## config.mk

```make
export PLATFORM = sky130hd
export DESIGN_NAME = xoshiro256ss_random_unit
export DESIGN_NICKNAME = d
export VERILOG_FILES = /design/src/xsr_pkg.sv /design/src/xoshiro256ss_random_unit.sv /design/src/xsr_ctrl.sv /design/src/xsr_dpath.sv
export SDC_FILE = /design/constraint.sdc
export NUM_CORES = 2
export LEC_CHECK = 0
export ABC_AREA = 1
export BUFFER_PORTS_ARGS = -buffer_cell sky130_fd_sc_hd__buf_2
export CAP_MARGIN = 20
export CELL_PAD_IN_SITES_DETAIL_PLACEMENT = 2
export CELL_PAD_IN_SITES_GLOBAL_PLACEMENT = 2
export CORE_MARGIN = 4
export CORE_UTILIZATION = 39
export DETAILED_ROUTE_END_ITERATION = 16
export PLACE_DENSITY = 0.89
export SLEW_MARGIN = 25
export SYNTH_ARGS = -nofsm -noshare
export SYNTH_HDL_FRONTEND = slang
export SYNTH_HIERARCHICAL = 1
export SYNTH_SLANG_ARGS = --single-unit
```

## constraint.sdc

```tcl
create_clock -name clk -period 14.4 [get_ports clk]
set_clock_uncertainty 0.05 [all_clocks]
set_input_delay 0.72 -clock clk [delete_from_list [all_inputs] [get_ports clk]]
set_output_delay 0.72 -clock clk [all_outputs]
set_load 0.01 [all_outputs]
```

## src/xsr_pkg.sv

```systemverilog
// ----------------------------------------------------------------------------
// xsr_pkg
// Shared types and constants for the xoshiro256** random unit: payload
// structs, command codes, datapath operations and mixing constants.
// ----------------------------------------------------------------------------
package xsr_pkg;

    localparam int WORD_W  = 64;
    localparam int HALF_W  = 32;
    localparam int INT_W   = 32;
    localparam int PROB_W  = 54;
    localparam int FRAC_W  = 53;
    localparam int RANGE_W = INT_W + 1;
    localparam int NUM_WORDS = 4;
    localparam int WIDX_W  = $clog2(NUM_WORDS);

    localparam logic [WORD_W-1:0] GOLDEN_STEP = 64'h9e3779b97f4a7c15;
    localparam logic [WORD_W-1:0] MIX_MUL_A   = 64'hbf58476d1ce4e5b9;
    localparam logic [WORD_W-1:0] MIX_MUL_B   = 64'h94d049bb133111eb;

    // request command codes
    localparam logic [1:0] CMD_RAW    = 2'd0;
    localparam logic [1:0] CMD_INT    = 2'd1;
    localparam logic [1:0] CMD_BERN   = 2'd2;
    localparam logic [1:0] CMD_RESEED = 2'd3;

    typedef struct packed {
        logic [1:0]              command;
        logic signed [INT_W-1:0] low_bound;
        logic signed [INT_W-1:0] high_bound;
        logic [PROB_W-1:0]       probability;
    } in_item_t;

    typedef struct packed {
        logic [WORD_W-1:0]       raw_value;
        logic signed [INT_W-1:0] int_value;
        logic                    hit;
    } out_item_t;

    typedef enum logic [3:0] {
        OP_NONE,
        OP_LOAD,
        OP_SM_ADD,
        OP_MUL_LL,
        OP_MUL_LH,
        OP_MUL_HL,
        OP_MIX,
        OP_STORE,
        OP_GEN1,
        OP_GEN2,
        OP_DIV,
        OP_PUBLISH
    } dp_op_t;

    typedef struct packed {
        dp_op_t            op;
        logic              mul_b;
        logic [WIDX_W-1:0] word_idx;
    } dp_cmd_t;

    typedef struct packed {
        logic [1:0] command;
        logic       draw;
    } dp_stat_t;

endpackage

```

## src/xoshiro256ss_random_unit.sv

```systemverilog
// ----------------------------------------------------------------------------
// xoshiro256ss_random_unit
// Xoshiro256** generator with splitmix64 seeding, raw, integer range and
// Bernoulli draws.
// ----------------------------------------------------------------------------
// One request is worked at a time, and its result sits in an output register
// so a new request is taken while the last result waits. A raw draw and a
// Bernoulli draw that draws pass through the two-step generator advance; an
// empty-range integer draw and a Bernoulli draw with probability zero or one
// go straight to hand-off; an integer draw adds the 64-step restoring
// remainder unit after the advance; a reseed runs four splitmix64 rounds that
// each use the one 32x32 multiplier six times. The result is written to the
// output register at hand-off, and a result still held in the output register
// holds the next request in its hand-off state until that result leaves.
// After reset the unit runs the seed-zero expansion with in_ready low; seed
// writes are taken at any time and only a reseed request uses the value.
module xoshiro256ss_random_unit (
    input  logic                       clk,
    input  logic                       rst_n,
    input  logic                       seed_wr_en,
    input  logic [xsr_pkg::WORD_W-1:0] seed_wr_data,
    input  logic                       in_valid,
    output logic                       in_ready,
    input  xsr_pkg::in_item_t          in_data,
    output logic                       out_valid,
    input  logic                       out_ready,
    output xsr_pkg::out_item_t         out_data
);

    xsr_pkg::dp_cmd_t  dp_cmd;
    xsr_pkg::dp_stat_t dp_stat;

    xsr_ctrl u_ctrl (
        .clk       (clk),
        .rst_n     (rst_n),
        .in_valid  (in_valid),
        .in_ready  (in_ready),
        .out_valid (out_valid),
        .out_ready (out_ready),
        .stat      (dp_stat),
        .cmd       (dp_cmd)
    );

    xsr_dpath u_dpath (
        .clk          (clk),
        .rst_n        (rst_n),
        .seed_wr_en   (seed_wr_en),
        .seed_wr_data (seed_wr_data),
        .in_data      (in_data),
        .cmd          (dp_cmd),
        .stat         (dp_stat),
        .out_data     (out_data)
    );

endmodule

```

## src/xsr_ctrl.sv

```systemverilog
// ----------------------------------------------------------------------------
// xsr_ctrl
// Sequencer for the random unit: steps the datapath through seeding,
// generator advance, remainder steps and result hand-off.
// ----------------------------------------------------------------------------
module xsr_ctrl (
    input  logic             clk,
    input  logic             rst_n,
    input  logic             in_valid,
    output logic             in_ready,
    output logic             out_valid,
    input  logic             out_ready,
    input  xsr_pkg::dp_stat_t stat,
    output xsr_pkg::dp_cmd_t  cmd
);

    localparam int DIV_STEPS = xsr_pkg::WORD_W;
    localparam int CNT_W     = $clog2(DIV_STEPS);
    localparam logic [CNT_W-1:0] DIV_LAST = CNT_W'(DIV_STEPS - 1);
    localparam logic [xsr_pkg::WIDX_W-1:0] WIDX_LAST =
        xsr_pkg::WIDX_W'(xsr_pkg::NUM_WORDS - 1);

    typedef enum logic [3:0] {
        S_IDLE,
        S_SM_ADD,
        S_MA_LL,
        S_MA_LH,
        S_MA_HL,
        S_MIX,
        S_MB_LL,
        S_MB_LH,
        S_MB_HL,
        S_STORE,
        S_GEN1,
        S_GEN2,
        S_DIV,
        S_FIN
    } state_t;

    state_t                     state_reg, state_next;
    logic [xsr_pkg::WIDX_W-1:0] widx_reg, widx_next;
    logic [CNT_W-1:0]           cnt_reg, cnt_next;
    logic                       init_reg, init_next;
    logic [1:0]                 cmd_reg, cmd_next;
    logic                       out_valid_reg, out_valid_next;

    always_comb
    begin
        state_next     = state_reg;
        widx_next      = widx_reg;
        cnt_next       = cnt_reg;
        init_next      = init_reg;
        cmd_next       = cmd_reg;
        out_valid_next = out_valid_reg && !out_ready;
        cmd.op         = xsr_pkg::OP_NONE;
        cmd.mul_b      = 1'b0;
        cmd.word_idx   = widx_reg;

        unique case (state_reg)
            S_IDLE:
            begin
                if (in_valid)
                begin
                    cmd.op   = xsr_pkg::OP_LOAD;
                    cmd_next = stat.command;
                    if (stat.command == xsr_pkg::CMD_RESEED)
                    begin
                        widx_next  = '0;
                        state_next = S_SM_ADD;
                    end
                    else if (stat.draw)
                    begin
                        state_next = S_GEN1;
                    end
                    else
                    begin
                        state_next = S_FIN;
                    end
                end
            end
            S_SM_ADD:
            begin
                cmd.op     = xsr_pkg::OP_SM_ADD;
                state_next = S_MA_LL;
            end
            S_MA_LL:
            begin
                cmd.op     = xsr_pkg::OP_MUL_LL;
                state_next = S_MA_LH;
            end
            S_MA_LH:
            begin
                cmd.op     = xsr_pkg::OP_MUL_LH;
                state_next = S_MA_HL;
            end
            S_MA_HL:
            begin
                cmd.op     = xsr_pkg::OP_MUL_HL;
                state_next = S_MIX;
            end
            S_MIX:
            begin
                cmd.op     = xsr_pkg::OP_MIX;
                state_next = S_MB_LL;
            end
            S_MB_LL:
            begin
                cmd.op     = xsr_pkg::OP_MUL_LL;
                cmd.mul_b  = 1'b1;
                state_next = S_MB_LH;
            end
            S_MB_LH:
            begin
                cmd.op     = xsr_pkg::OP_MUL_LH;
                cmd.mul_b  = 1'b1;
                state_next = S_MB_HL;
            end
            S_MB_HL:
            begin
                cmd.op     = xsr_pkg::OP_MUL_HL;
                cmd.mul_b  = 1'b1;
                state_next = S_STORE;
            end
            S_STORE:
            begin
                cmd.op = xsr_pkg::OP_STORE;
                if (widx_reg == WIDX_LAST)
                begin
                    state_next = S_FIN;
                end
                else
                begin
                    widx_next  = widx_reg + 1'b1;
                    state_next = S_SM_ADD;
                end
            end
            S_GEN1:
            begin
                cmd.op     = xsr_pkg::OP_GEN1;
                state_next = S_GEN2;
            end
            S_GEN2:
            begin
                cmd.op = xsr_pkg::OP_GEN2;
                if (cmd_reg == xsr_pkg::CMD_INT)
                begin
                    cnt_next   = '0;
                    state_next = S_DIV;
                end
                else
                begin
                    state_next = S_FIN;
                end
            end
            S_DIV:
            begin
                cmd.op   = xsr_pkg::OP_DIV;
                cnt_next = cnt_reg + 1'b1;
                if (cnt_reg == DIV_LAST)
                begin
                    state_next = S_FIN;
                end
            end
            S_FIN:
            begin
                // the power-up seeding pass produces no result
                if (init_reg)
                begin
                    init_next  = 1'b0;
                    state_next = S_IDLE;
                end
                else if (!out_valid_reg || out_ready)
                begin
                    cmd.op         = xsr_pkg::OP_PUBLISH;
                    out_valid_next = 1'b1;
                    state_next     = S_IDLE;
                end
            end
            default:
            begin
                state_next = S_IDLE;
            end
        endcase
    end

    always_ff @(posedge clk or negedge rst_n)
    begin
        if (!rst_n)
        begin
            state_reg     <= S_SM_ADD;
            widx_reg      <= '0;
            cnt_reg       <= '0;
            init_reg      <= 1'b1;
            cmd_reg       <= xsr_pkg::CMD_RAW;
            out_valid_reg <= 1'b0;
        end
        else
        begin
            state_reg     <= state_next;
            widx_reg      <= widx_next;
            cnt_reg       <= cnt_next;
            init_reg      <= init_next;
            cmd_reg       <= cmd_next;
            out_valid_reg <= out_valid_next;
        end
    end

    assign in_ready  = (state_reg == S_IDLE);
    assign out_valid = out_valid_reg;

endmodule

```

## src/xsr_dpath.sv

```systemverilog
// ----------------------------------------------------------------------------
// xsr_dpath
// Datapath of the random unit: generator words, splitmix seeding with a
// shared 32x32 multiplier, output scrambler, restoring remainder unit and
// the output register.
// ----------------------------------------------------------------------------
module xsr_dpath (
    input  logic                        clk,
    input  logic                        rst_n,
    input  logic                        seed_wr_en,
    input  logic [xsr_pkg::WORD_W-1:0]  seed_wr_data,
    input  xsr_pkg::in_item_t           in_data,
    input  xsr_pkg::dp_cmd_t            cmd,
    output xsr_pkg::dp_stat_t           stat,
    output xsr_pkg::out_item_t          out_data
);

    localparam int W  = xsr_pkg::WORD_W;
    localparam int H  = xsr_pkg::HALF_W;
    localparam int IW = xsr_pkg::INT_W;
    localparam int RW = xsr_pkg::RANGE_W;

    function automatic logic [W-1:0] rotl(input logic [W-1:0] v, input int k);
        rotl = (v << k) | (v >> (W - k));
    endfunction

    logic [W-1:0]            seed_reg;
    logic [W-1:0]            s_reg;
    logic [W-1:0]            z_reg;
    logic [W-1:0]            acc_reg;
    logic [W-1:0]            w_reg [xsr_pkg::NUM_WORDS];
    logic [W-1:0]            t_reg;
    logic [W-1:0]            raw_reg;
    logic [IW-1:0]           rem_reg;
    logic [RW-1:0]           range_reg;
    logic [1:0]              command_reg;
    logic                    draw_reg;
    logic [IW-1:0]           lo_reg;
    logic [xsr_pkg::PROB_W-1:0] p_reg;
    xsr_pkg::out_item_t      out_reg;

    // incoming request status
    logic in_empty;
    always_comb
    begin
        in_empty     = (in_data.low_bound > in_data.high_bound);
        stat.command = in_data.command;
        unique case (in_data.command)
            xsr_pkg::CMD_RAW:  stat.draw = 1'b1;
            xsr_pkg::CMD_INT:  stat.draw = !in_empty;
            xsr_pkg::CMD_BERN: stat.draw = (in_data.probability != '0) &&
                                           !in_data.probability[xsr_pkg::FRAC_W];
            default:           stat.draw = 1'b0;
        endcase
    end

    // shared multiplier: z times mixing constant, low 64 bits over three steps
    logic [W-1:0] mconst;
    logic [H-1:0] mul_a, mul_b;
    logic [W-1:0] prod;
    always_comb
    begin
        mconst = cmd.mul_b ? xsr_pkg::MIX_MUL_B : xsr_pkg::MIX_MUL_A;
        unique case (cmd.op)
            xsr_pkg::OP_MUL_LH:
            begin
                mul_a = z_reg[H-1:0];
                mul_b = mconst[W-1:H];
            end
            xsr_pkg::OP_MUL_HL:
            begin
                mul_a = z_reg[W-1:H];
                mul_b = mconst[H-1:0];
            end
            default:
            begin
                mul_a = z_reg[H-1:0];
                mul_b = mconst[H-1:0];
            end
        endcase
        prod = W'(mul_a) * W'(mul_b);
    end

    logic [W-1:0] s_sum;
    assign s_sum = s_reg + xsr_pkg::GOLDEN_STEP;

    // generator advance and scrambler
    logic [W-1:0] n0, n1, n2, n3, sh17, scr;
    always_comb
    begin
        sh17 = w_reg[1] << 17;
        n2   = w_reg[2] ^ w_reg[0];
        n3   = w_reg[3] ^ w_reg[1];
        n1   = w_reg[1] ^ n2;
        n0   = w_reg[0] ^ n3;
        n2   = n2 ^ sh17;
        n3   = rotl(n3, 45);
        scr  = rotl(t_reg, 7);
    end

    // restoring remainder step
    logic [RW-1:0] trial, diff;
    always_comb
    begin
        trial = {rem_reg, t_reg[W-1]};
        diff  = trial - range_reg;
    end

    // result at hand-off
    xsr_pkg::out_item_t result;
    always_comb
    begin
        result.raw_value = raw_reg;
        result.int_value = '0;
        result.hit       = 1'b0;
        if (command_reg == xsr_pkg::CMD_INT)
        begin
            result.int_value = draw_reg ? (lo_reg + rem_reg) : lo_reg;
        end
        if (command_reg == xsr_pkg::CMD_BERN)
        begin
            priority if (p_reg[xsr_pkg::FRAC_W])
                result.hit = 1'b1;
            else if (p_reg == '0)
                result.hit = 1'b0;
            else
                result.hit = (raw_reg[W-1:W-xsr_pkg::FRAC_W] < p_reg[xsr_pkg::FRAC_W-1:0]);
        end
    end

    always_ff @(posedge clk or negedge rst_n)
    begin
        if (!rst_n)
        begin
            seed_reg <= '0;
            s_reg    <= '0;
        end
        else
        begin
            if (seed_wr_en)
                seed_reg <= seed_wr_data;
            if (cmd.op == xsr_pkg::OP_LOAD)
                s_reg <= seed_reg;
            else if (cmd.op == xsr_pkg::OP_SM_ADD)
                s_reg <= s_sum;
        end
    end

    always_ff @(posedge clk)
    begin
        unique case (cmd.op)
            xsr_pkg::OP_LOAD:
            begin
                command_reg <= in_data.command;
                draw_reg    <= stat.draw;
                lo_reg      <= in_data.low_bound;
                p_reg       <= in_data.probability;
                range_reg   <= RW'({in_data.high_bound[IW-1], in_data.high_bound}
                                   - {in_data.low_bound[IW-1], in_data.low_bound}
                                   + RW'(1));
                raw_reg     <= '0;
                rem_reg     <= '0;
            end
            xsr_pkg::OP_SM_ADD:
            begin
                z_reg <= s_sum ^ (s_sum >> 30);
            end
            xsr_pkg::OP_MUL_LL:
            begin
                acc_reg <= prod;
            end
            xsr_pkg::OP_MUL_LH, xsr_pkg::OP_MUL_HL:
            begin
                acc_reg <= acc_reg + {prod[H-1:0], {H{1'b0}}};
            end
            xsr_pkg::OP_MIX:
            begin
                z_reg <= acc_reg ^ (acc_reg >> 27);
            end
            xsr_pkg::OP_STORE:
            begin
                w_reg[cmd.word_idx] <= acc_reg ^ (acc_reg >> 31);
            end
            xsr_pkg::OP_GEN1:
            begin
                t_reg    <= w_reg[1] + (w_reg[1] << 2);
                w_reg[0] <= n0;
                w_reg[1] <= n1;
                w_reg[2] <= n2;
                w_reg[3] <= n3;
            end
            xsr_pkg::OP_GEN2:
            begin
                raw_reg <= scr + (scr << 3);
                t_reg   <= scr + (scr << 3);
            end
            xsr_pkg::OP_DIV:
            begin
                rem_reg <= (trial >= range_reg) ? diff[IW-1:0] : trial[IW-1:0];
                t_reg   <= t_reg << 1;
            end
            xsr_pkg::OP_PUBLISH:
            begin
                out_reg <= result;
            end
            default:
            begin
            end
        endcase
    end

    assign out_data = out_reg;

endmodule
```

After elaboration in Yosys (flattened, before gate mapping):

Memories as Yosys holds them, arrays and structs flattened.
Cells that the tools add are included.
Widths: inputs -> output; s select.

* flip-flop bits (word level): 651
* RAM bits: 256
* bits of input ports: 189
* output and inout bits: 99
* logic and storage cells: 158
* memories: 1

Memories
* u_dpath.w_reg: depth 4, width 64, read ports 4, clocked after memory_dff 0, wr ports 4, RTL line xsr_dpath.sv:31 `logic [W-1:0] w_reg [xsr_pkg::NUM_WORDS];`

* add/sub/neg operators: 10
* multiply operators: 1
* $lt $le $gt $ge: 3
* equal/unequal tests: 38
* muxes and demuxes: 45
* bitwise gates (word level): 10
* reduce and logical (&&, ||, !) cells: 29

Operators with widths (number)
* $pmux 64 s2: 3
* $xor 64x64->64: 5
* $add 64x64->64: 3
* $mux 64: 3
* $pmux 64 s3: 1
* $mux 32: 4
* $add 64x64->64 const B: 1
* $mul 32x32->64: 1
* $or 64x45->64: 1
* $or 64x7->64: 1
* $pmux 32 s2: 1
* $reduce_or 64->1: 1
* $xor 64x33->64: 1
* $xor 64x34->64: 1
* $xor 64x37->64: 1
* $mux 62: 1
* $pmux 4 s14: 1
* $logic_not 54->1: 1
* $reduce_bool 54->1: 1
* $lt 53x53->1: 1
* $pmux 4 s11: 1
* $eq 4x4->1 const B: 10
* $add 33x1->33 const B: 1
* $ge 33x33->1: 1
* 35 further kinds: 90

Depth between registers and ports, before layout:

* word-level depth: 10
* mapped depth: 56
* gate-level depth less buffers: 54

Cells and area by module:

The synthesis kept the hierarchy.

Modules (own cells, without submodules)
* xsr_dpath: instances 1, cells each 11501, area each 92368.6 µm², seq. area each 26115.0 µm²
* xsr_ctrl: instances 1, cells each 151, area each 1038.5 µm², seq. area each 402.9 µm²

Least setup slack after synthesis:

OpenSTA, ideal clock, no wires.

* path kind: input to register
* start point: input port out_ready
* end point: register u_dpath.acc_reg[63], data pin
* library setup time: 0.254 ns
* data arrival time: 10.024 ns
* data required time: 14.096 ns
* path slack: 4.072 ns
* stages on the path: 48
* buffers on the path: 4
* path through: nor2_1 > nor2_1 > nor2_1 > o21ai_0 > nor2_1 > inv_1 > nor2_4 > inv_2 > nor2_2 > clkinv_1 > clkbuf_1 > ha_1 > inv_1 > clkbuf_1 > clkbuf_1 > nor2_1 > fa_1 > inv_1 > [12 not listed] > nor2_1 > nand2_1 > inv_1 > nand3_1 > o21ai_0 > xor2_1 > inv_1 > ha_1 > clkbuf_1 > a21o_1 > nand3_1 > nand2_1 > nor2_1 > o21ai_0 > a21oi_1 > nand3_1 > nand3_1 > nand2_1

RTL lines
* start, declared: RTL line xoshiro256ss_random_unit.sv:26 `input logic out_ready,`
* end signal, assigned: RTL line xsr_dpath.sv:170 `acc_reg <= prod;`
* end signal, assigned: RTL line xsr_dpath.sv:174 `acc_reg <= acc_reg + {prod[H-1:0], {H{1'b0}}};`
* end, declared: RTL line xsr_dpath.sv:30 `logic [W-1:0] acc_reg;`

==> results.sh <==
export IMPL_worstPathRequired_ns=14.88
export IMPL_grt_total_usage_pct=37.0
export IMPL_yosysWarnings=6
export IMPL_dp_hpwl_um=386000
export IMPL_num_vias=86704
export IMPL_drt_pass1_iterations=6
export IMPL_cp_common_cell="nand2_1"
export IMPL_grt_overflow=0
export IMPL_grt_start_max_net_pins=113
export IMPL_max_cap_violations=0
export IMPL_avgRoutedWirePerCell_um=30.9
export IMPL_worst_path_max_delay_cell="fa_1"
export IMPL_routed_wl_um=469000
export IMPL_timing_max_transition_violations_final=0
export IMPL_setup_repair_after_global_routing_missed_its_margin="no"
export IMPL_setup_viol=0
export IMPL_timing_critical_path_to_type="flop"
export IMPL_syn_cell_area_mm2=0.0934
export IMPL_die_height_um=497
export IMPL_run_status="finished, final reports clean"
export IMPL_gp_routability_congestion=0.999
export IMPL_worst_setup_hold_path_clk_slew_ns=0.06
export IMPL_timing_slew_headroom_pct=19.2
export IMPL_fraction_of_synthesis_flops_using_an_asynchronous_set_or_reset_pin_pct=15.9
export IMPL_rr_worst_depth=49
export IMPL_syn_mean_instance_area_um2=8.02
export IMPL_clk_root_buffer_cell="clkbuf_16"
export IMPL_vias_in_the_first_global_route=96496
export IMPL_synth_yosys_seq_area_share_pct=28.4
export IMPL_core_mm2=0.238
export IMPL_cts_tree="done"
export IMPL_worstHoldPathType="input port to flop"
export IMPL_critical_path_top_delay_family="adder cells"
export IMPL_detail_route_antenna_nets=0
export IMPL_initial_antenna_violation_count=24
export IMPL_chipWidth_um=497
export IMPL_overall_die_area_mm2=0.247
export IMPL_drt_initial_drc_count=7756
export IMPL_number_of_buffers_inserted_by_port_buffering=287
export IMPL_h_tree_depth=3
export IMPL_detail_route_drc_violations=0
export IMPL_synthesis_instances=11652
export IMPL_core_rowCount=179
export IMPL_area_growth_synth_to_final_pct=9.66
export IMPL_number_of_cells_on_the_critical_path=49
export IMPL_mostFrequentLayoutCell="nand2_1"
export IMPL_final_min_period_over_clock_period_pct=89.2
export IMPL_synthDistinctLibCells=58
export IMPL_numPlacedInstances=14954
export IMPL_commonest_cells_after_routing_fill_and_taps_aside="2318 x nand2_1, 2276 x inv_1, 1323 x nor2_1"
export IMPL_finalHoldViolCount=0
export IMPL_initial_core_util_pct=39.2
export IMPL_clock_tree_buffer_depth=3
export IMPL_highest_clock_frequency_the_design_can_meet_ghz=0.0778
export IMPL_syn_nets=13375
export IMPL_finalNetCount=13629
export IMPL_finalNonFillerCells=15181
export IMPL_post_cts_setup_buffer_count=0
export IMPL_worstSetupStartpointType="flop"
export IMPL_yosys_most_used_dff="edfxtp_1"
export IMPL_worst_ep_arrival_time_ns=13.33
export IMPL_cts_buffers=113
export IMPL_grt_pass1_wl_um=674000
export IMPL_postSynthRegisterBits=907
export IMPL_clk_insertion_delay_late_ns=0.82
export IMPL_timing_worst_setup_path_type="flop to flop"
export IMPL_period_minus_slack_ns=12.85
export IMPL_largest_reg_flops=256
export IMPL_peak_per_stage_delay_on_the_critical_path_ns=0.77
export IMPL_drive_above_1_share_pct=5.86
export IMPL_cts_num_sinks=907
export IMPL_detail_route_vias_per_cell=5.71
export IMPL_synth_edf_count=763
export IMPL_worst_slew_pin_slew_ns=1.20
export IMPL_io_pins=288
export IMPL_crit_buf_inv=13
export IMPL_critical_path_peak_fanout=33
export IMPL_fin_setup_tns_ns=0
export IMPL_cell_depth_of_the_worst_min_delay_path=1
[what timing repair did]
item                      CTS  global route
hold buffers                1             0
hold endpoints to repair   55             0
resized for setup           0             0
[routing by layer]
| metal | vias up | share of wire, % | global-route usage (%) |
|---|---|---|---|
| met4 | 16 | 6.5 | 19.4 |
| met2 | 3413 | 48 | 62.9 |
| met5 | - | 0.025 | 0 |
| li1 | 37437 | - | - |
| met1 | 44773 | 40 | 45.3 |
| met3 | 1065 | 6.4 | 5.54 |
[worst register-to-register path: cells and delay by family, from the launching register on]
| kind | cells | cell delay (ns) |
|---|---|---|
| AOI/OAI and AO/OA | 4 | 1.12 |
| xor gates and xnor gates | 1 | 0.57 |
| adders and majority gates | 11 | 5.10 |
| buffers and inverters | 13 | 1.90 |
| DFF | 1 | 0.52 |
| and+or+nand+nor | 20 | 3.38 |
[cells in the mapped netlist (142+ instances only)]
| cell | instances | area, µm² |
|---|---|---|
| a21oi_1 | 599 | 3000 |
| dfrtp_1 | 142 | 3550 |
| edfxtp_1 | 763 | 22900 |
| fa_1 | 829 | 16600 |
| ha_1 | 705 | 8820 |
| inv_1 | 2277 | 8550 |
| nand2_1 | 2319 | 8700 |
| nand3_1 | 584 | 2920 |
| nor2_1 | 1328 | 4980 |
| o21ai_0 | 740 | 3700 |
| xnor2_1 | 191 | 1670 |
| xor2_1 | 252 | 2210 |
[cell type report]
cell class | count | area (µm²)
Multi-Input combinational cell | 8201 | 57300
Clock buffer | 141 | 3000
Sequential cell | 907 | 26500
Antenna cell | 10 | 25.0
Tap cell | 3167 | 3960
Inverter | 2321 | 8720
Timing Repair Buffer | 362 | 2070
Clock inverter | 72 | 816
Fill cell | 27035 | 136000
[stage by stage]
step	worst slack (ns)	hold slack (ns)	cell area, µm²	utilization (%)
detailed placement	1.83	0.356	98500	41.4
global placement	1.99	0.350	98500	41.4
floorplan	4.07	0.350	93400	-
global route	1.07	0.0397	102000	43.0
CTS	1.90	0.0166	102000	43.0
finish	1.55	0.0685	102000	43.0
[logic make-up (layout without fill, tap and decap cells)]
kind of cell | count (synthesis) | in the layout | share of synthesized area [%]
mux | 16 | 16 | 0.193
fa+ha+maj | 1534 | 1534 | 27.2
simple gates | 4609 | 4609 | 20.4
xor+xnor | 443 | 443 | 4.15
buf+inv | 2544 | 2896 | 10.4
flops | 907 | 907 | 28.4
compound gates | 1599 | 1599 | 9.22
other cells | 0 | 10 | 0
[path summary, 6_finish.rpt]
| path | end | slack [ns] | from |
|---|---|---|---|
| setup / recovery | u_dpath/acc_reg[57]$_DFFE_PP_ | 1.55 | u_ctrl/state_reg[1]$_DFFE_PN0P_ |
| hold / removal | u_dpath/p_reg[5]$_DFFE_PP_ | 0.07 | in_data[5] |
| setup reg to reg | u_dpath/acc_reg[57]$_DFFE_PP_ | 1.55 | u_ctrl/state_reg[1]$_DFFE_PN0P_ |
| hold reg to reg | u_dpath/out_data[38]$_DFFE_PN_ | 0.37 | u_dpath/raw_reg[5]$_SDFFCE_PN0P_ |
| max in group asynchronous | u_dpath/seed_reg[11]$_DFFE_PN0P_ | 12.58 | rst_n |
| min in group asynchronous | u_dpath/seed_reg[59]$_DFFE_PN0P_ | 0.43 | rst_n |
Power is left out: the tool's default activity adds up to more than one toggle a clock period on the data nets, which glitch-free logic cannot reach.
